[src/rtl/core/crc_framed_status_receiver_defines.svh]
// ----------------------------------------------------------------------------
// Framed status receiver: assertion macros
// Shared concurrent assertion helpers for the receiver RTL.
// ----------------------------------------------------------------------------
`ifndef CRC_FRAMED_STATUS_RECEIVER_DEFINES_SVH
`define CRC_FRAMED_STATUS_RECEIVER_DEFINES_SVH

// Same-cycle implication, disabled while reset is asserted.
`define CFSR_ASSERT_IMPL(lbl, clk, rst_n, ante, cons, msg) \
  lbl: assert property (@(posedge clk) disable iff (!rst_n) (ante) |-> (cons)) \
    else $error(msg);

// Next-cycle implication, disabled while reset is asserted.
`define CFSR_ASSERT_NEXT(lbl, clk, rst_n, ante, cons, msg) \
  lbl: assert property (@(posedge clk) disable iff (!rst_n) (ante) |=> (cons)) \
    else $error(msg);

`endif

[src/rtl/core/cfsr_pkg.sv]
// ----------------------------------------------------------------------------
// Framed status receiver package
// Types, protocol constants and the CRC-8 byte update.
// ----------------------------------------------------------------------------
package cfsr_pkg;

  typedef enum logic [1:0] {
    StIdle,
    StCrc,
    StLen,
    StData
  } cfsr_state_e;

  typedef logic [7:0] cfsr_byte_t;

  typedef struct packed {
    logic update;
    logic binary;
  } cfsr_upd_t;

  localparam cfsr_byte_t StartByte    = 8'h7B;
  localparam cfsr_byte_t CrcPoly      = 8'h07;
  localparam cfsr_byte_t CrcXorOut    = 8'h55;
  localparam cfsr_byte_t ReplyAck     = 8'hFF;
  localparam cfsr_byte_t ReplyNak     = 8'h00;
  localparam cfsr_byte_t AsciiZero    = 8'd48;
  localparam cfsr_byte_t BinaryMinLen = 8'd9;
  localparam cfsr_byte_t VersionOne   = 8'd1;
  localparam int unsigned NumFields   = 9;
  localparam int unsigned StoreBytes  = NumFields + 1;

  // MSB-first CRC-8, one byte
  function automatic cfsr_byte_t crc8_update(input cfsr_byte_t crc, input cfsr_byte_t data);
    cfsr_byte_t c;
    c = crc ^ data;
    for (int b = 0; b < 8; b++) begin
      c = c[7] ? ((c << 1) ^ CrcPoly) : (c << 1);
    end
    return c;
  endfunction

endpackage

[src/rtl/core/cfsr_status_unit.sv]
// ----------------------------------------------------------------------------
// Framed status receiver: status unit
// Holds the dimmer status and loads it from the payload bytes of a good
// status frame, in binary or ASCII layout.
// ----------------------------------------------------------------------------
module cfsr_status_unit import cfsr_pkg::*; (
  input  logic       clk_i,
  input  logic       rst_ni,
  input  cfsr_upd_t  upd_i,
  input  cfsr_byte_t store_i  [StoreBytes],
  output cfsr_byte_t status_o [NumFields]
);

  cfsr_byte_t status_q [NumFields];
  cfsr_byte_t status_d [NumFields];

  always_comb begin
    for (int k = 0; k < NumFields; k++) begin
      status_d[k] = status_q[k];
    end
    if (upd_i.binary) begin
      for (int k = 0; k < NumFields; k++) begin
        status_d[k] = store_i[k + 1];
      end
    end else begin
      // ASCII layout: levels are kept
      status_d[0] = VersionOne;
      status_d[1] = '0;
      status_d[2] = store_i[1] - AsciiZero;
      status_d[3] = store_i[2] - AsciiZero;
      status_d[5] = store_i[4] - AsciiZero;
      status_d[6] = store_i[5] - AsciiZero;
      status_d[8] = store_i[7] - AsciiZero;
    end
  end

  always_ff @(posedge clk_i or negedge rst_ni) begin
    if (!rst_ni) begin
      for (int k = 0; k < NumFields; k++) begin
        status_q[k] <= '0;
      end
    end else if (upd_i.update) begin
      for (int k = 0; k < NumFields; k++) begin
        status_q[k] <= status_d[k];
      end
    end
  end

  assign status_o = status_q;

endmodule

[src/rtl/core/crc_framed_status_receiver.sv]
// ----------------------------------------------------------------------------
// Framed status receiver
// Parses start/CRC/length/payload frames from a byte stream, checks CRC-8
// and replies ACK or NAK; good status frames update the kept dimmer status.
//
//   channel  | signals                               | role
//   ---------+---------------------------------------+---------------------------
//   in       | in_valid_i, in_ready_o, rx_byte_i     | received byte, one per request
//   out      | out_valid_o, out_ready_i, reply/status| one result per frame end
//   cfg      | cfg_we_i, cfg_wdata_i                 | status command code write
//
// One byte per cycle unless stalled; a byte is parsed in the cycle it is accepted.
// A frame result is in the output register the cycle after its last byte.
// Input is taken while the output register is empty or being drained.
// Reset clears parser state, the first ten payload bytes and the status.
// ----------------------------------------------------------------------------
`include "crc_framed_status_receiver_defines.svh"

module crc_framed_status_receiver import cfsr_pkg::*; #(
  parameter int unsigned BUFFER_BYTES = 32
) (
  input  logic       clk_i,
  input  logic       rst_ni,
  input  logic       cfg_we_i,
  input  logic [7:0] cfg_wdata_i,
  input  logic       in_valid_i,
  output logic       in_ready_o,
  input  logic [7:0] rx_byte_i,
  output logic       out_valid_o,
  input  logic       out_ready_i,
  output logic [7:0] reply_byte_o,
  output logic       status_updated_o,
  output logic [7:0] rev_major_o,
  output logic [7:0] rev_minor_o,
  output logic [7:0] gate_one_on_o,
  output logic [7:0] gate_one_dimming_o,
  output logic [7:0] gate_one_level_o,
  output logic [7:0] gate_two_on_o,
  output logic [7:0] gate_two_dimming_o,
  output logic [7:0] gate_two_level_o,
  output logic [7:0] channel_lock_o
);

  localparam int unsigned IdxW = $clog2(BUFFER_BYTES);
  localparam logic [IdxW-1:0] LastIdx = IdxW'(BUFFER_BYTES - 1);
  localparam logic [8:0] LastLen = 9'(BUFFER_BYTES - 1);

  cfsr_state_e state_q, state_d;
  cfsr_byte_t  cmd_q;
  cfsr_byte_t  exp_crc_q, exp_crc_d;
  cfsr_byte_t  frame_len_q, frame_len_d;
  logic [IdxW-1:0] byte_idx_q, byte_idx_d;
  cfsr_byte_t  crc_q, crc_d;
  cfsr_byte_t  store_q [StoreBytes];
  cfsr_byte_t  store_d [StoreBytes];
  cfsr_byte_t  status  [NumFields];
  logic        out_valid_q;
  cfsr_byte_t  reply_q, reply_d;
  logic        updated_q;

  logic        in_fire;
  logic        frame_end;
  logic        crc_good;
  logic [IdxW:0]   idx_inc;
  logic [IdxW-1:0] idx_next;
  cfsr_upd_t   upd;

  assign in_ready_o = !out_valid_q || out_ready_i;
  assign in_fire    = in_valid_i && in_ready_o;

  assign idx_inc  = {1'b0, byte_idx_q} + 1'b1;
  assign idx_next = (9'(idx_inc) > LastLen) ? LastIdx : idx_inc[IdxW-1:0];

  // Next state
  always_comb begin
    state_d = state_q;
    if (in_fire) begin
      case (state_q)
        StIdle:  if (rx_byte_i == StartByte) state_d = StCrc;
        StCrc:   state_d = StLen;
        StLen:   state_d = StData;
        StData:  if (frame_end) state_d = StIdle;
        default: state_d = StIdle;
      endcase
    end
  end

  // Datapath
  always_comb begin
    exp_crc_d   = exp_crc_q;
    frame_len_d = frame_len_q;
    byte_idx_d  = byte_idx_q;
    crc_d       = crc_q;
    frame_end   = 1'b0;
    for (int k = 0; k < StoreBytes; k++) begin
      store_d[k] = store_q[k];
    end
    if (in_fire) begin
      case (state_q)
        StIdle: begin
          if (rx_byte_i == StartByte) begin
            byte_idx_d = '0;
            crc_d      = '0;
          end
        end
        StCrc: exp_crc_d = rx_byte_i;
        StLen: begin
          frame_len_d = (9'(rx_byte_i) > LastLen) ? 8'(BUFFER_BYTES - 1) : rx_byte_i;
        end
        default: begin
          for (int k = 0; k < StoreBytes; k++) begin
            if (byte_idx_q == IdxW'(k)) store_d[k] = rx_byte_i;
          end
          if (9'(byte_idx_q) < 9'(frame_len_q)) crc_d = crc8_update(crc_q, rx_byte_i);
          byte_idx_d = idx_next;
          if (9'(idx_next) >= 9'(frame_len_q)) begin
            frame_end  = 1'b1;
            byte_idx_d = '0;
            for (int k = 0; k < StoreBytes; k++) begin
              if (idx_next == IdxW'(k)) store_d[k] = '0;
            end
          end
        end
      endcase
    end
  end

  assign crc_good   = (crc_d ^ CrcXorOut) == exp_crc_q;
  assign reply_d    = crc_good ? ReplyAck : ReplyNak;
  assign upd.update = frame_end && crc_good && (store_d[0] == cmd_q);
  assign upd.binary = frame_len_q > BinaryMinLen;

  always_ff @(posedge clk_i or negedge rst_ni) begin
    if (!rst_ni) begin
      state_q     <= StIdle;
      cmd_q       <= '0;
      exp_crc_q   <= '0;
      frame_len_q <= '0;
      byte_idx_q  <= '0;
      crc_q       <= '0;
      out_valid_q <= 1'b0;
      reply_q     <= ReplyNak;
      updated_q   <= 1'b0;
      for (int k = 0; k < StoreBytes; k++) begin
        store_q[k] <= '0;
      end
    end else begin
      state_q     <= state_d;
      exp_crc_q   <= exp_crc_d;
      frame_len_q <= frame_len_d;
      byte_idx_q  <= byte_idx_d;
      crc_q       <= crc_d;
      for (int k = 0; k < StoreBytes; k++) begin
        store_q[k] <= store_d[k];
      end
      if (cfg_we_i) begin
        cmd_q <= cfg_wdata_i;
      end
      if (frame_end) begin
        out_valid_q <= 1'b1;
        reply_q     <= reply_d;
        updated_q   <= upd.update;
      end else if (out_ready_i) begin
        out_valid_q <= 1'b0;
      end
    end
  end

  cfsr_status_unit u_status (
    .clk_i    (clk_i),
    .rst_ni   (rst_ni),
    .upd_i    (upd),
    .store_i  (store_d),
    .status_o (status)
  );

  assign out_valid_o        = out_valid_q;
  assign reply_byte_o       = reply_q;
  assign status_updated_o   = updated_q;
  assign rev_major_o        = status[0];
  assign rev_minor_o        = status[1];
  assign gate_one_on_o      = status[2];
  assign gate_one_dimming_o = status[3];
  assign gate_one_level_o   = status[4];
  assign gate_two_on_o      = status[5];
  assign gate_two_dimming_o = status[6];
  assign gate_two_level_o   = status[7];
  assign channel_lock_o     = status[8];

  `CFSR_ASSERT_IMPL(a_reply_code, clk_i, rst_ni, out_valid_o,
    reply_byte_o == ReplyAck || reply_byte_o == ReplyNak, "reply is neither ACK nor NAK")
  `CFSR_ASSERT_IMPL(a_update_needs_ack, clk_i, rst_ni, out_valid_o && status_updated_o,
    reply_byte_o == ReplyAck, "status updated on a bad CRC")
  `CFSR_ASSERT_IMPL(a_len_clamped, clk_i, rst_ni, state_q == StData,
    9'(frame_len_q) <= LastLen, "frame length above buffer limit")
  `CFSR_ASSERT_NEXT(a_end_to_idle, clk_i, rst_ni, frame_end,
    out_valid_o && state_q == StIdle, "frame end did not post a result")
  `CFSR_ASSERT_NEXT(a_status_hold, clk_i, rst_ni, !upd.update,
    $stable(rev_major_o) && $stable(channel_lock_o), "status moved without update")

endmodule

[config.mk]
export PLATFORM = sky130hd
export DESIGN_NAME = crc_framed_status_receiver
export DESIGN_NICKNAME = d
export VERILOG_FILES = /design/src/rtl/core/cfsr_pkg.sv /design/src/rtl/core/cfsr_status_unit.sv /design/src/rtl/core/crc_framed_status_receiver.sv
export VERILOG_INCLUDE_DIRS = /design/src /design/src/rtl/core
export SDC_FILE = /design/constraint.sdc
export NUM_CORES = 1
export LEC_CHECK = 0
export BUFFER_PORTS_ARGS = -buffer_cell sky130_fd_sc_hd__buf_2
export CORE_MARGIN = 8
export CORE_UTILIZATION = 53
export CTS_CLUSTER_DIAMETER = 100
export DETAILED_ROUTE_END_ITERATION = 16
export HOLD_SLACK_MARGIN = 0.02
export PLACE_DENSITY = 0.76
export SLEW_MARGIN = 20
export SYNTH_ARGS = -nofsm -noshare
export SYNTH_HDL_FRONTEND = slang
export SYNTH_HIERARCHICAL = 1
export SYNTH_SLANG_ARGS = --single-unit
[constraint.sdc]
create_clock -name clk_i -period 3.6 [get_ports clk_i]
set_input_delay 0.72 -clock clk_i [delete_from_list [all_inputs] [get_ports clk_i]]
set_output_delay 0.72 -clock clk_i [all_outputs]
set_load 0.005 [all_outputs]
Yosys cells after proc, flatten, opt, wreduce, memory -nomap -nowiden
Cells that the tools add are included.
{ "totals": {"inputBits": 21, "regBits": 201} }
{ "classes": {"n_eq_ne": 26, "n_lt_le_gt_ge": 5, "n_addsub": 6, "bitwise_logic": 11, "muxes": 52, "n_reduce_logical": 16} }
{ "ops": {"columns": ["operator", "count"], "rows": [
  ["$mux W80", 3],
  ["$mux W8", 26],
  ["$eq A5 B3 Y1 const B", 8],
  ["$sub A8 B6 Y8 const B", 5],
  ["$mux W32", 1],
  ["$mux W3", 8],
  ["$not A3 Y3", 8],
  ["$eq A5 B2 Y1 const B", 4],
  ["$eq A5 B4 Y1 const B", 4],
  ["$eq A8 B8 Y1", 2],
  ["$mux W16", 1],
  ["$pmux W8 S2", 1],
  ["$mux W5", 3],
  ["$eq A5 B1 Y1 const B", 2],
  ["$logic_not A5 Y1", 2],
  ["$pmux W5 S2", 1],
  ["$eq A8 B7 Y1 const B", 1],
  ["$ge A5 B8 Y1", 1],
  ["$gt A8 B4 Y1 const B", 1],
  ["$gt A8 B5 Y1 const B", 1],
  ["$lt A5 B8 Y1", 1],
  ["$pmux W2 S4", 1],
  ["$xor A8 B8 Y8", 1],
  ["$add A5 B1 Y6 const B", 1],
  ["other kinds (17)", 29]
]} }

Logic depth before layout (Yosys ltp)
{ "depth": {"depth_word": 25, "depth_mapped": 19, "depth_no_buf": 17} }

Hierarchy
The synthesis kept the hierarchy.
{ "by_module_without_submodules": {"columns": ["module", "area_each_um2", "cells_per_inst", "instances", "seq_area_each_um2"], "rows": [
  ["crc_framed_status_receiver", 6105.9, 567, 1, 3052.9],
  ["cfsr_status_unit", 3340.7, 318, 1, 1801.7]
]} }

Worst setup path after synthesis
Ideal clock, no wire load.
{ "synth_timing": {"path_kind": "in2reg", "start": "in rx_byte_i[2]", "end": "reg u_status.status_q (netlist bit u_status/status_o[28])", "arrival_ns": 3.774, "setup_time_ns": 0.125, "n_path_buf": 3, "stages": 12, "slack_ns": -0.299, "cell_sequence": "buf_2 -> nand2b_4 -> o41ai_4 -> o211ai_4 -> o311ai_0 -> mux2i_1 -> o211ai_1 -> or4_4 -> nor3_2 -> clkbuf_2 -> buf_4 -> mux2_2"} }
{ "synth_lines": {"columns": ["element", "line", "rtl"], "rows": [
  ["start, declared", "crc_framed_status_receiver.sv:28", "input logic [7:0] rx_byte_i,"],
  ["end signal, assigned by index", "cfsr_status_unit.sv:44", "status_q[k] <= status_d[k];"],
  ["end, declared", "cfsr_status_unit.sv:14", "cfsr_byte_t status_q [NumFields];"]
]} }

==> results.yml <==
placed_design:
  place_area_um2: 11000
  portBuffers: 103
  dpl_worst_slack_ns: -0.285
  gp_congestion: 0.888
  dpl.hpwl_um: 16900
floorplan:
  initial_utilization_pct: 53.3
  ioPinCount: 104
  core-area_um2: 17700
  num_rows: 49
  die_w_um: 150
  die_area_um2: 22400
  die_h_um: 150
clock_network:
  cts.sink_count: 194
  cts_buffers: 17
  cts_tree: "built"
  hold_buffers: 0
  insertion_delay_ns: 0.44
  clk_pin_slew_ns: 0.07
  cts_root_buf: "clkbuf_16"
  cts_max_path_buffers: 2
  htreeDepth: 4
sta:
  fmax_ghz: 0.239
  relSlewSlack_pct: 43.2
  rsz0062_at_grt: "true"
  setup_ws_ns: -0.591
  slew_violations: 0
  final-setup-viol-count: 72
  period_share_pct: 116
  skew_ns: 0.00886
  period_needed_ns: 4.19
  hold_viol: 0
  worst_pin_slew_ns: 0.853
yosys:
  syn-num-nets: 928
  synth_compound_area_share_pct: 18.1
  synth_top_family_by_area: "compound AO/OA/AOI/OAI gates"
  synth_cells: 885
  async_reset_ff_share_pct: 100
  synth_edf_count: 0
  ys_warn_count: 6
  synthAdderAreaFrac_pct: 2.91
  seq_area_frac_synth_pct: 51.4
  synth_area_um2: 9450
  avgSynthCellArea_um2: 10.7
  synth-main-ff-cell: "dfrtp_1"
  synthXorXnorAreaFrac_pct: 3.48
  post_synth_num_cell_types: 67
  synth_seq_cells: 194
  synthSimpleGateAreaFrac_pct: 12.2
  synthMuxAreaShare_pct: 6.93
worst_setup_path:
  startpoint: "byte_idx_q[0]"
  r2r-end: "u_status/status_o[60]"
  crit_path_max_fanout: 7
  startpoint_type: "flip-flop"
  path_class: "reg -> reg"
  critPathArrivalTime_ns: 4.54
  end_kind: "flip-flop"
  reg2reg_depth: 19
  r2r_setup_slack_ns: -0.59
  endpoint: "u_status/status_o[60]"
  worstReg2RegStart: "byte_idx_q[0]"
  worstPathRequired_ns: 3.95
cells_and_area:
  final_util_pct: 71.3
  final_common_cell: "dfrtp_1"
  diodes: 0
  syn_to_final_growth_pct: 33.6
  final_cell_mix: "dfrtp_1 (192), buf_4 (137), buf_2 (102)"
  layout.nets: 1159
  design_area_um2: 12600
  drive_gt1_share_pct: 36.9
global_route:
  grt_max_degree: 128
  grt_pass1_wl_um: 44200
  grt_overflow: 0
  track_usage_pct: 24.8
  antenna_found_initial: 0
  grt_pass1_vias: 8390
power_and_ir_drop:
  intPower_mw: 5.82
  clockPowerShare_pct: 21.8
  p_sw_mw: 3.55
  power_frac_comb_pct: 46.4
  sw_frac_of_total_pct: 37.9
  ir_drop_mv: 0.507
  p_leak_nw: 6.26
  seqPwrFrac_pct: 31.8
  p_per_area_nw_per_um2: 742
drt:
  routed_via_density: 6.05
  drt_iter0_markers: 766
  remaining_drc_errors: 0
  num_vias: 8210
  antenna_left: 0
  first_pass_iters: 5
  routedWlPerCell_um: 21.3
  drt-total-wl_um: 28900
run:
  maxCapViolCount: 0
status:
  violations: "negative setup slack"
  status: "complete, but fails checks"
hold_path:
  hp-class: "in -> async"
==> power groups by stage <==
| stage | logic [mW] | clock network, mW | registers [mW] |
|---|---|---|---|
| after floorplan | 2.51 | 0 | 2.90 |
| after global placement | 3.75 | 0 | 2.95 |
| after detailed placement | 3.81 | 0 | 2.97 |
| after CTS | 3.98 | 2.06 | 2.93 |
| after global routing | 4.67 | 2.14 | 3.02 |
| final | 4.35 | 2.05 | 2.98 |
==> worst min-delay path by stage <==
| stage | startpoint | endpoint | cells after the start |
|---|---|---|---|
| after floorplan | rst_ni | byte_idx_q[0] | 0 |
| after global placement | frame_len_q[4] | frame_len_q[4] | 2 |
| after detailed placement | store_q[6] | store_q[6] | 1 |
| after CTS | rst_ni | store_q[32] | 1 |
| after global routing | rst_ni | store_q[35] | 1 |
| final | rst_ni | store_q[35] | 1 |
==> synth_stat cells (all sizes together) (4+ instances only) <==
cell	count	area share (%)
nor2	75	3.0
nand3	33	1.7
dfrtp	194	51
or3	8	0.53
xor2	8	0.74
nand2b	13	0.94
nand2	49	2.0
and2	6	0.40
o211ai	5	0.54
mux2	27	3.2
nor3	9	0.53
a31oi	4	0.26
inv	43	1.7
clkbuf	21	0.85
ha	22	2.9
or2	4	0.26
o21ai	60	3.2
xnor2	21	2.0
o22ai	9	0.60
a22oi	8	0.64
nor4bb	5	0.53
and3	9	0.60
a21oi	55	2.9
a22o	82	7.6
nor4	6	0.46
buf	34	2.5
mux2i	35	3.7
==> kinds of logic (layout without fill, tap and decap cells) <==
| family | Yosys count | in the layout |
|---|---|---|
| compound gates | 245 | 245 |
| simple gates | 232 | 232 |
| flops | 194 | 194 |
| mux | 62 | 62 |
| fa+ha+maj | 22 | 22 |
| xor+xnor | 32 | 32 |
| buf+inv | 98 | 342 |
==> cell type report <==
class	instances	area, um2
clock inverter	11	165
tap	229	287
clock buffer	21	460
fill	1169	5090
multi-input combinational	593	4590
sequential	194	4860
inverter	43	164
timing repair buffer	267	2100
==> flip-flops by register name, indices dropped and copies added (netlist names) <==
register	cells
crc_q	8
cmd_q	8
byte_idx_q	5
frame_len_q	8
store_q	80
u_status/status_o	72
reply_byte_o	1
exp_crc_q	8
status_updated_o	1
out_valid_o	1
state_q	2
==> what timing repair did <==
action | CTS | global route
pin swaps | 18 | 22
setup buffers | 31 | 6
gates resized for setup | 74 | 64
setup endpoints to repair | 72 | 78
gates cloned | 8 | 3
==> metrics by stage <==
stage	setup TNS [ns]	instances	hold slack, ns	power (mW)
5_1_grt	-45.81	1358	0.116	9.83
2_1_floorplan	-1.29	885	0.424	5.41
6_report	-32.45	1358	0.115	9.37
4_1_cts	-14.22	1359	0.112	8.98
3_5_place_dp	-15.33	1288	0.482	6.78
3_3_place_gp	-8.29	1288	0.473	6.70
==> layer usage <==
layer / vias to the layer above / global-route usage (%) / part of all wire [%]
li1: 3636 / - / -
met1: 4101 / 32.6 / 42
met2: 402 / 40.2 / 48
met3: 71 / 4.32 / 7.0
met4: 0 / 10.0 / 2.6
met5: - / 0 / 0
==> critical path: stages (launching register included) <==
cell	delay (ns)
dfrtp_2	0.45
buf_6	0.15
nand3_2	0.09
mux2i_2	0.30
inv_2	0.10
ha_4	0.28
nand2_2	0.06
or3_1	0.31
o22a_1	0.22
a211oi_4	0.28
mux2_4	0.34
a311oi_4	0.30
nand2_2	0.12
nor3_4	0.26
buf_12	0.17
buf_12	0.13
buf_12	0.15
clkbuf_16	0.16
nand3_2	0.08
o21ai_1	0.15
(Power assumes the default switching activity.)
